--- src/rtl/twe_pkg.sv ---
`timescale 1ns / 1ps

package twe_pkg;

    localparam int TIME_W     = 48;
    localparam int TAG_W      = 32;
    localparam int SIZE_W     = 5;
    localparam int WINDOW_W   = 32;
    localparam int CFG_IDX_W  = 1;
    localparam int CFG_DATA_W = 32;

    // Configuration register indexes
    localparam logic [CFG_IDX_W-1:0] CFG_WINDOW   = 1'd0;
    localparam logic [CFG_IDX_W-1:0] CFG_MIN_HITS = 1'd1;

    localparam logic [WINDOW_W-1:0] WINDOW_RESET   = 32'd5000;
    localparam logic [SIZE_W-1:0]   MIN_HITS_RESET = 5'd3;

    typedef struct packed {
        logic [TIME_W-1:0] hit_time;
        logic [TAG_W-1:0]  hit_tag;
    } t_hit;

endpackage

--- src/rtl/twe_hit_buffer.sv ---
`timescale 1ns / 1ps

module twe_hit_buffer #(
    parameter int DEPTH = 16
) (
    input  logic                     i_clk,
    input  logic                     i_wr_en,
    input  logic [$clog2(DEPTH)-1:0] i_wr_addr,
    input  twe_pkg::t_hit            i_wr_data,
    input  logic                     i_rd_en,
    input  logic [$clog2(DEPTH)-1:0] i_rd_addr,
    output twe_pkg::t_hit            o_rd_data
);
    import twe_pkg::*;

    t_hit r_mem [DEPTH];
    t_hit r_rd_data;

    always_ff @(posedge i_clk) begin
        if (i_wr_en) begin
            r_mem[i_wr_addr] <= i_wr_data;
        end
    end

    // read data holds while no read is issued
    always_ff @(posedge i_clk) begin
        if (i_rd_en) begin
            r_rd_data <= r_mem[i_rd_addr];
        end
    end

    assign o_rd_data = r_rd_data;

endmodule

--- src/rtl/time_window_event_builder.sv ---
`timescale 1ns / 1ps

// Time-window event builder.
// Hits (time, tag, end-of-window flag) enter on the input channel, valid/ready.
// The first hit opens an event; a hit joins while |time - opening time| is
// below window_ps, otherwise the open event closes and the hit opens a new one.
// An end-of-window flag closes the event after its own hit. Closed events with
// at least min_hits kept hits leave on the output channel, one transaction per
// hit in arrival order, with event size, overflow flag and a last marker.
// Configuration: index 0 = window_ps, index 1 = min_hits; writes always taken.
// A hit that emits nothing is accepted and then evaluated together with its
// buffer write. Closing an event starts with a buffer read, then loads each
// emitted hit into the result register while reading the next, limited by the
// single read port of the hit buffer; a hit that closed the previous event is
// evaluated again afterwards.
// A result register sits on the output: the next hit is accepted while the
// last result of an event still waits. A stalled receiver holds the drain.
// Reset (synchronous, active low) drops any open event and restores
// window_ps = 5000 and min_hits = 3. Buffer contents are not cleared; only
// entries written in the current event are ever read.
module time_window_event_builder #(
    parameter int MAX_EVENT_HITS = 16
) (
    input  logic                               i_clk,
    input  logic                               i_rst_n,
    // hit input
    input  logic                               i_in_valid,
    output logic                               o_in_ready,
    input  logic [twe_pkg::TIME_W-1:0]         i_hit_time,
    input  logic [twe_pkg::TAG_W-1:0]          i_hit_tag,
    input  logic                               i_end_of_window,
    // event output
    output logic                               o_out_valid,
    input  logic                               i_out_ready,
    output logic [twe_pkg::TIME_W-1:0]         o_out_time,
    output logic [twe_pkg::TAG_W-1:0]          o_out_tag,
    output logic [twe_pkg::SIZE_W-1:0]         o_event_size,
    output logic                               o_event_overflow,
    output logic                               o_last_of_event,
    // configuration writes
    input  logic                               i_cfg_valid,
    output logic                               o_cfg_ready,
    input  logic [twe_pkg::CFG_IDX_W-1:0]      i_cfg_index,
    input  logic [twe_pkg::CFG_DATA_W-1:0]     i_cfg_data
);
    import twe_pkg::*;

    localparam int AW = $clog2(MAX_EVENT_HITS);      // buffer address
    localparam int CW = $clog2(MAX_EVENT_HITS + 1);  // kept-hit count
    localparam int MW = (CW > SIZE_W) ? CW : SIZE_W; // count vs min_hits compare

    typedef enum logic [1:0] {
        S_IDLE,  // waiting for a hit
        S_EVAL,  // window check and buffer write for the held hit
        S_RD,    // first buffer read of a drain
        S_LD     // read data valid, move it to the result register
    } t_state;

    t_state                r_state, n_state;
    logic [CW-1:0]         r_count, n_count;
    logic                  r_ovf, n_ovf;
    logic [TIME_W-1:0]     r_start, n_start;
    logic [WINDOW_W-1:0]   r_window, n_window;
    logic [SIZE_W-1:0]     r_min_hits, n_min_hits;
    logic                  r_pend, n_pend;     // held hit must be evaluated again
    logic [AW-1:0]         r_idx, n_idx;
    logic                  r_out_valid, n_out_valid;

    // held hit and result payload
    t_hit                  r_hit, n_hit;
    logic                  r_hit_eow, n_hit_eow;
    t_hit                  r_out_hit, n_out_hit;
    logic [SIZE_W-1:0]     r_out_size, n_out_size;
    logic                  r_out_ovf, n_out_ovf;
    logic                  r_out_last, n_out_last;

    // buffer ports
    logic                  wr_en;
    logic [AW-1:0]         wr_addr;
    logic                  rd_en;
    logic [AW-1:0]         rd_addr;
    t_hit                  rd_data;

    logic [TIME_W-1:0]     diff;
    logic                  join_evt;
    logic                  close_old;
    logic [CW-1:0]         cnt_after;
    logic                  drain_last;
    logic [CW+SIZE_W-1:0]  count_ext;

    twe_hit_buffer #(
        .DEPTH (MAX_EVENT_HITS)
    ) u_buf (
        .i_clk     (i_clk),
        .i_wr_en   (wr_en),
        .i_wr_addr (wr_addr),
        .i_wr_data (r_hit),
        .i_rd_en   (rd_en),
        .i_rd_addr (rd_addr),
        .o_rd_data (rd_data)
    );

    // event is emitted when it holds hits and reaches min_hits
    function automatic logic emit_ok(input logic [CW-1:0] cnt, input logic [SIZE_W-1:0] mh);
        emit_ok = (cnt != '0) && (MW'(cnt) >= MW'(mh));
    endfunction

    assign o_in_ready  = (r_state == S_IDLE);
    assign o_cfg_ready = 1'b1;

    assign diff = (r_hit.hit_time >= r_start) ? (r_hit.hit_time - r_start)
                                              : (r_start - r_hit.hit_time);
    assign join_evt  = (r_count != '0) && (diff < TIME_W'(r_window));
    assign close_old = (r_count != '0) && !join_evt;

    assign drain_last = ((CW'(r_idx) + CW'(1)) == r_count);
    assign count_ext  = {{SIZE_W{1'b0}}, r_count};

    always_comb begin
        n_state     = r_state;
        n_count     = r_count;
        n_ovf       = r_ovf;
        n_start     = r_start;
        n_window    = r_window;
        n_min_hits  = r_min_hits;
        n_pend      = r_pend;
        n_idx       = r_idx;
        n_out_valid = r_out_valid && !i_out_ready;
        n_hit       = r_hit;
        n_hit_eow   = r_hit_eow;
        n_out_hit   = r_out_hit;
        n_out_size  = r_out_size;
        n_out_ovf   = r_out_ovf;
        n_out_last  = r_out_last;
        wr_en       = 1'b0;
        wr_addr     = '0;
        rd_en       = 1'b0;
        rd_addr     = r_idx;
        cnt_after   = r_count;

        if (i_cfg_valid) begin
            unique case (i_cfg_index)
                CFG_WINDOW:   n_window   = i_cfg_data[WINDOW_W-1:0];
                CFG_MIN_HITS: n_min_hits = i_cfg_data[SIZE_W-1:0];
                default: ;
            endcase
        end

        unique case (r_state)
            S_IDLE: begin
                if (i_in_valid) begin
                    n_hit.hit_time = i_hit_time;
                    n_hit.hit_tag  = i_hit_tag;
                    n_hit_eow      = i_end_of_window;
                    n_state        = S_EVAL;
                end
            end

            S_EVAL: begin
                if (close_old && emit_ok(r_count, r_min_hits)) begin
                    // drain the old event first, then come back for this hit
                    n_pend  = 1'b1;
                    n_idx   = '0;
                    n_state = S_RD;
                end else begin
                    if (join_evt) begin
                        if (r_count < CW'(MAX_EVENT_HITS)) begin
                            wr_en     = 1'b1;
                            wr_addr   = r_count[AW-1:0];
                            cnt_after = r_count + CW'(1);
                        end else begin
                            n_ovf = 1'b1;
                        end
                    end else begin
                        // open a new event (old one, if any, discarded)
                        wr_en     = 1'b1;
                        wr_addr   = '0;
                        cnt_after = CW'(1);
                        n_ovf     = 1'b0;
                        n_start   = r_hit.hit_time;
                    end
                    n_count = cnt_after;
                    n_pend  = 1'b0;
                    n_state = S_IDLE;
                    if (r_hit_eow) begin
                        if (emit_ok(cnt_after, r_min_hits)) begin
                            n_idx   = '0;
                            n_state = S_RD;
                        end else begin
                            n_count = '0;
                            n_ovf   = 1'b0;
                        end
                    end
                end
            end

            S_RD: begin
                rd_en   = 1'b1;
                rd_addr = r_idx;
                n_state = S_LD;
            end

            S_LD: begin
                if (!r_out_valid || i_out_ready) begin
                    n_out_valid = 1'b1;
                    n_out_hit   = rd_data;
                    n_out_size  = count_ext[SIZE_W-1:0];
                    n_out_ovf   = r_ovf;
                    n_out_last  = drain_last;
                    if (drain_last) begin
                        n_count = '0;
                        n_ovf   = 1'b0;
                        n_state = r_pend ? S_EVAL : S_IDLE;
                    end else begin
                        rd_en   = 1'b1;
                        rd_addr = r_idx + AW'(1);
                        n_idx   = r_idx + AW'(1);
                    end
                end
            end

            default: n_state = S_IDLE;
        endcase
    end

    always_ff @(posedge i_clk) begin
        if (!i_rst_n) begin
            r_state     <= S_IDLE;
            r_count     <= '0;
            r_ovf       <= 1'b0;
            r_start     <= '0;
            r_window    <= WINDOW_RESET;
            r_min_hits  <= MIN_HITS_RESET;
            r_pend      <= 1'b0;
            r_idx       <= '0;
            r_out_valid <= 1'b0;
        end else begin
            r_state     <= n_state;
            r_count     <= n_count;
            r_ovf       <= n_ovf;
            r_start     <= n_start;
            r_window    <= n_window;
            r_min_hits  <= n_min_hits;
            r_pend      <= n_pend;
            r_idx       <= n_idx;
            r_out_valid <= n_out_valid;
        end
        r_hit      <= n_hit;
        r_hit_eow  <= n_hit_eow;
        r_out_hit  <= n_out_hit;
        r_out_size <= n_out_size;
        r_out_ovf  <= n_out_ovf;
        r_out_last <= n_out_last;
    end

    assign o_out_valid      = r_out_valid;
    assign o_out_time       = r_out_hit.hit_time;
    assign o_out_tag        = r_out_hit.hit_tag;
    assign o_event_size     = r_out_size;
    assign o_event_overflow = r_out_ovf;
    assign o_last_of_event  = r_out_last;

endmodule

--- config.mk ---
export PLATFORM = sky130hd
export DESIGN_NAME = time_window_event_builder
export DESIGN_NICKNAME = d
export VERILOG_FILES = /design/src/rtl/twe_pkg.sv /design/src/rtl/twe_hit_buffer.sv /design/src/rtl/time_window_event_builder.sv
export SDC_FILE = /design/constraint.sdc
export NUM_CORES = 2
export LEC_CHECK = 0
export ABC_CLOCK_PERIOD_IN_PS = 40200
export BUFFER_PORTS_ARGS = -buffer_cell sky130_fd_sc_hd__clkbuf_2
export CAP_MARGIN = 0
export CORE_MARGIN = 2
export CORE_UTILIZATION = 40
export DETAILED_ROUTE_END_ITERATION = 8
export MAX_ROUTING_LAYER = met4
export PLACE_DENSITY = 0.62
export SLEW_MARGIN = 20
export SYNTH_ARGS = -nofsm -noshare
export SYNTH_HDL_FRONTEND = slang
export SYNTH_HIERARCHICAL = 1
export SYNTH_SLANG_ARGS = --single-unit
--- constraint.sdc ---
create_clock -name i_clk -period 40.2 [get_ports i_clk]
set_clock_uncertainty 0.05 [all_clocks]
set_input_delay 8.04 -clock i_clk [delete_from_list [all_inputs] [get_ports i_clk]]
set_output_delay 8.04 -clock i_clk [all_outputs]
set_load 0.02 [all_outputs]
After elaboration in Yosys (flattened, before gate mapping)
Memories as Yosys holds them, arrays and structs flattened. A register that Yosys moved wholly into a read port is not among the register bits.
Index checks and enable logic that the tools add are counted.
{"block": "classes", "shifts": 0, "n_reduce_logical": 22, "n_eq_ne": 10, "order_cmp": 5, "addsub": 5, "div": 0, "n_mul": 0, "bitwise_logic": 3, "muxes": 50}
{"operator": "48-bit subtractor", "count": 2}
{"operator": "48-bit greater-or-equal comparator", "count": 1}
{"operator": "48-bit by 32-bit less-than comparator with 1-bit output", "count": 1}
{"operator": "48-bit two-way mux", "count": 1}
{"operator": "5-bit two-way mux", "count": 9}
{"operator": "4-bit two-way mux", "count": 10}
{"operator": "1-bit two-way mux", "count": 19}
{"operator": "2-bit two-way mux", "count": 6}
{"operator": "5-bit greater-or-equal comparator", "count": 2}
{"operator": "5-bit one-hot mux with 2 select lines", "count": 1}
{"operator": "5-bit nonzero test", "count": 2}
{"operator": "3-bit AND reduction", "count": 3}
{"operator": "2-bit != test, second input constant", "count": 4}
{"operator": "2-bit one-hot mux with 4 select lines", "count": 1}
{"operator": "4-bit one-hot mux with 2 select lines", "count": 1}
{"operator": "2-bit AND reduction", "count": 4}
{"operator": "1-bit logical AND", "count": 6}
{"operator": "3-bit != test, second input constant", "count": 2}
{"operator": "4-bit by 1-bit adder with 5-bit output, second input constant", "count": 1}
{"operator": "5-bit by 1-bit adder with 5-bit output, second input constant", "count": 1}
{"operator": "5-bit equality test", "count": 1}
{"operator": "5-bit less-than comparator, second input constant", "count": 1}
{"operator": "4-bit by 1-bit adder with 4-bit output, second input constant", "count": 1}
{"operator": "2-bit equality test, second input constant", "count": 2}
{"operator": "8 further kinds", "count": 13}
{"block": "word_totals", "mem_bits_ro": 0, "latch_bits": 0, "output_inout_bits": 90, "mem_bits_rw": 1280, "wordCells": 113, "in_bits": 119, "regBits": 267, "mem_count": 1}
{"memory": "u_buf.r_mem", "depth": 16, "word_bits": 80, "read_ports": 1, "rd_ports_with_merged_regs": 1, "write_ports": 1, "line": "twe_hit_buffer.sv:16", "text": "t_hit r_mem [DEPTH];"}

Logic depth before layout (Yosys ltp)
{"block": "logic_depth", "depth_word": 15, "depth_mapped": 39, "depth_no_buf": 35}

By module
Netlist, hierarchy kept.
{"module": "twe_hit_buffer", "seq_area_each_um2": 40839.2, "area_each_um2": 50223.2, "n_inst": 1, "cells_per_inst": 2054}
{"module": "time_window_event_builder", "seq_area_each_um2": 7026.7, "area_each_um2": 16493.3, "n_inst": 1, "cells_per_inst": 1831}

Least setup slack after synthesis
OpenSTA, ideal clock, no wires.
{"block": "synth_timing", "kind": "input-to-reg", "start": "input port i_out_ready", "end": "register, netlist name u_buf/o_rd_data[0]", "n_path_buf": 0, "setup_time_ns": 0.544, "slack_ns": 27.409, "required_ns": 39.606, "arrival_time_ns": 12.196, "cell_stages": 4, "cell_sequence": "nor2b_1 nor2_1 inv_1 a21oi_1"}
{"block": "synth_via", "elab_chain_len": 3, "elab_cells_between_ends": 5, "classes_between": "mux (4); reduce/logical (1)"}
{"element": "start: declaration", "line": "time_window_event_builder.sv:34", "text": "input logic i_out_ready,"}
{"element": "1-bit logical OR", "line": "time_window_event_builder.sv:204", "text": "if (!r_out_valid || i_out_ready) begin"}
{"element": "1-bit two-way mux", "line": "time_window_event_builder.sv:204"}
{"element": "1-bit one-hot mux with 2 select lines", "line": "time_window_event_builder.sv:149", "text": "unique case (r_state)"}
{"element": "via rd_en", "line": "time_window_event_builder.sv:80", "text": "logic rd_en;"}
The timed path passes the listed nets, and every way through them passes these cells.
A chain may end at the register's enable or synchronous reset.

Worst setup path in the final report
{"block": "layout_timing", "start": "input port i_out_ready", "end": "register, netlist name u_buf/o_rd_data[21]"}
{"block": "layout_via", "elab_chain_len": 3, "elab_cells_between_ends": 5, "classes_between": "mux (4); reduce/logical (1)"}
{"element": "1-bit logical OR", "line": "time_window_event_builder.sv:204"}
{"element": "4-bit two-way mux"}
{"element": "4-bit two-way mux", "line": "time_window_event_builder.sv:149"}
{"element": "via rd_addr[0]", "line": "time_window_event_builder.sv:81", "text": "logic [AW-1:0] rd_addr;"}
The timed path passes the listed nets, and every way through them passes these cells.

==> results.md <==
* Die height at approximately 410 um
* Post-synth EDFFs at around 1500
* R2R depth at 32
* Clock Latency Late Sink at roughly 810 ps
* Pre-antenna DRT Iters at 5
* RSZ-0062 raised after global routing: no
* Syn_nets at around 4100
* CTS root buf: clkbuf_16
* Crit path top cell by count: buf_4
* Clk sinks at 1627
* Worst Path Arrival at ~13000 ps
* Num rows at 149
* Cell taking the most area after synthesis: edfxtp_1
* Hpwl dp at between 90000 and 100000 um
* CP Launch Type: primary input
* Least-Margin Pin Slew at 1090 ps
* Global route overflow at 0
* Initial DRC count at approximately 3500
* Number of antenna violations at the first check in global routing at 5
* Sum Neg Setup Slack at 0 ps
* Pre-CTS setup slack at 25630 ps
* Reg2Reg Setup Slack at approximately 29000 ps
* R2r startpoint: r_hit[32]
* Dominant synthesized flop cell: edfxtp_1
* Max-slew violations at 0
* Final net count at 4390
* Peak Freq at between 0.07 and 0.08 GHz
* DR WL/cell at ~27 um
* Mapped Area at 0.0667 mm^2
* Req. time, crit path at just over 40000 ps
* Post-synthesis cell type count at just under 90
* Longest Clk Path Bufs at 3
* Tcrit/Tclk final at about a third
* Fraction of layout cells with a size suffix above 1 at about a fifth
* Placement Cell Area at 0.0703 mm^2
* Worst setup path class: primary input to flop
* Status: complete, no violations
* Vias in the first global route at ~37000
* Compound-Gate Fraction of Synth Area at between 7 and 8%
* Commonest cells post-synth: edfxtp_1, mux4_2, nand2_1
* Seq/Total Area, Yosys at between 70% and 80%
* Final worst path period need at about 13000 ps
* Setup ws final at 27240 ps
* Max H-tree Level at 4
* Ports at 209
* Pin count of the biggest net entering global routing at 84
* Initial core utilization at approximately 40%
* Max Cap Viol at 0
* Inserted Clock Buffers at about 170
* Area growth, synth to finish at 13.2%
* WHS Endpoint: o_out_time[46]
* Die Span X at approximately 410 um
* Post-Route WL at roughly 170000 um
* Routed vias/inst at around 5.7
* CP peak stage delay at 880 ps
* Hold path startpoint: u_buf/o_rd_data[78]
* Peak VDD IR at 0.0460 mV
* Hold-critical path depth at 0
* Gpl congestion at 0.934
* Finish-stage setup viols at 0
* CP max FO at 49
* Cells after Synth at 3885
* CTS clk-pin slew, worst paths at roughly 60 ps
* Final Cell Area at 0.0755 mm^2
* DRT antenna net count at 0
* Buf/Inv on CP at 6
* Class of the worst hold path: flop to flop
* P per Cell Area at ~48 mW/mm^2
* Slowest CP cell: buf_4
* # DRC at 0
* CTS Hold Buffers Added at 0
* CTS resizes at 0
* Max-slew headroom at between 20% and 30%
* Mean Syn Cell Area at between 15 and 20 um^2
* Reg2reg end: u_buf/r_mem[6][40]
* Die area at roughly 0.17 mm^2
* Async SR Flop Fraction at 0%
* Synth warn at 6
* Final hold vios at 0
* Largest family of logic cells by synthesized area: multiplexers
* #FFs+latches synth at ~1600
* Post-Synth XOR/XNOR Area at less than 1%
* Post-CTS setup buffer count at 0
* Adder-cell share of the synthesized area at roughly 2.7%
* Pleak at 24.4 nW
* Post-synth top area share at a little under 70%
* First-pass GRT wire length at 247000 um
* Top delay family on crit path: buffers and inverters
* Post-synthesis mux area share at a little over a tenth
* CP Capture Type: flop
* Vias post-DR at roughly 37000
* Area contributors post-synth: edfxtp_1, mux4_2, dfxtp_1
* Total track usage at between 20% and 30%
* Top-count cell post-synth: edfxtp_1
* Port Buffers at between 200 and 250
* Crit path cell chain: clkbuf_2 -> nor2b_1 -> nor2_1 -> inv_1 -> nor2_1 -> xor2_4 -> buf_4 -> buf_4 -> buf_4 -> buf_4 -> mux4_2 -> a22oi_1 -> nand2_1
* CTS tree: built
* Simple-gate area share of the yosys netlist at under 10%
* Core box area at 0.165 mm^2
## registers in the layout, indices dropped and copies added (netlist names), named ones only
signal	cells
o_last_of_event	1
r_count	5
o_event_overflow	1
o_out_time	48
r_min_hits	5
r_hit_eow	1
r_state	1
r_ovf	1
o_out_valid	1
r_idx	4
r_start	48
o_event_size	5
r_window	32
o_out_tag	32
u_buf/r_mem	1280
r_hit	80
u_buf/o_rd_data	80
r_pend	1
## worst register-to-register path, delay by kind of cell (launching register included)
family | cells | cell delay [ps]
XOR/XNOR | 1 | 270
buffers and inverters | 5 | 1900
AO/OA/AOI/OAI | 13 | 3190
adder cells (fa/ha/maj) | 3 | 800
AND/OR/NAND/NOR | 10 | 3830
flip-flops | 1 | 890
## power by group
group | leakage, nW | total [mW] | switching, mW | internal, mW
Combinational | 7.27 | 0.214 | 0.136 | 0.0783
Sequential | 14.6 | 1.91 | 0.0305 | 1.88
Clock | 2.54 | 1.48 | 0.649 | 0.829
## metrics by stage
stage	std cells	hold WS [ps]	util, %	power [mW]
3_3_place_gp	6150	353	42.5	2.15
5_1_grt	6456	376	45.7	3.72
2_1_floorplan	3885	350	-	2.08
3_5_place_dp	6151	355	42.5	2.15
6_report	6458	369	45.7	3.60
4_1_cts	6455	369	45.6	3.63
## final cells by class
class,count,area [um^2]
Fill cell,14123,89800
Sequential cell,1627,47900
Multi-Input combinational cell,1890,17400
Clock buffer,218,4470
Tap cell,2189,2740
Timing Repair Buffer,284,1650
Clock inverter,86,749
Inverter,162,608
Antenna cell,2,5.00
## placed cells by master (no fill, tap or decap), types with 21 or more instances in the layout
| master | Yosys | final |
|---|---|---|
| a21o_1 | 39 | 39 |
| a21oi_1 | 235 | 234 |
| a22oi_1 | 160 | 160 |
| buf_4 | 12 | 75 |
| clkbuf_1 | 86 | 43 |
| clkbuf_16 | 0 | 169 |
| clkbuf_2 | 0 | 207 |
| clkinv_1 | 1 | 31 |
| clkinv_2 | 0 | 25 |
| dfxtp_1 | 99 | 99 |
| edfxtp_1 | 1528 | 1528 |
| ha_1 | 139 | 139 |
| inv_1 | 161 | 161 |
| mux4_2 | 320 | 320 |
| nand2_1 | 261 | 260 |
| nand3_1 | 80 | 80 |
| nand4_1 | 33 | 33 |
| nor2_1 | 104 | 90 |
| nor3_1 | 35 | 30 |
| o21a_1 | 21 | 21 |
| o21ai_0 | 124 | 124 |
| o21ai_1 | 40 | 40 |
| xor2_1 | 25 | 24 |
## cells by family (layout without fill, tap and decap cells)
logic type | count (synthesis) | count (layout)
DFF | 1627 | 1627
xor gates and xnor gates | 45 | 45
adders and majority gates | 141 | 141
buffers and inverters | 368 | 750
muxes | 331 | 331
other | 1 | 3
AOI/OAI and AO/OA | 767 | 767
and+or+nand+nor | 605 | 605
## worst max-delay path by stage
stage,start,to,slack [ps],cells after the start
after CTS,i_out_ready,u_buf/o_rd_data[21],26500,13
after global routing,i_out_ready,u_buf/o_rd_data[24],26630,13
after floorplan,i_out_ready,u_buf/o_rd_data[0],27410,4
after global placement,i_out_ready,u_buf/o_rd_data[25],25660,13
final,i_out_ready,u_buf/o_rd_data[21],27240,13
after detailed placement,i_out_ready,u_buf/o_rd_data[52],25630,13
## metal layers
metal	global-route usage [%]	vias up	share of wire [%]
li1	-	15988	-
met1	28.3	19188	44
met2	32.4	1393	48
met3	3.20	224	6.4
met4	4.85	0	2.0
met5	-	-	0
Power figures use the tool's default switching activity.
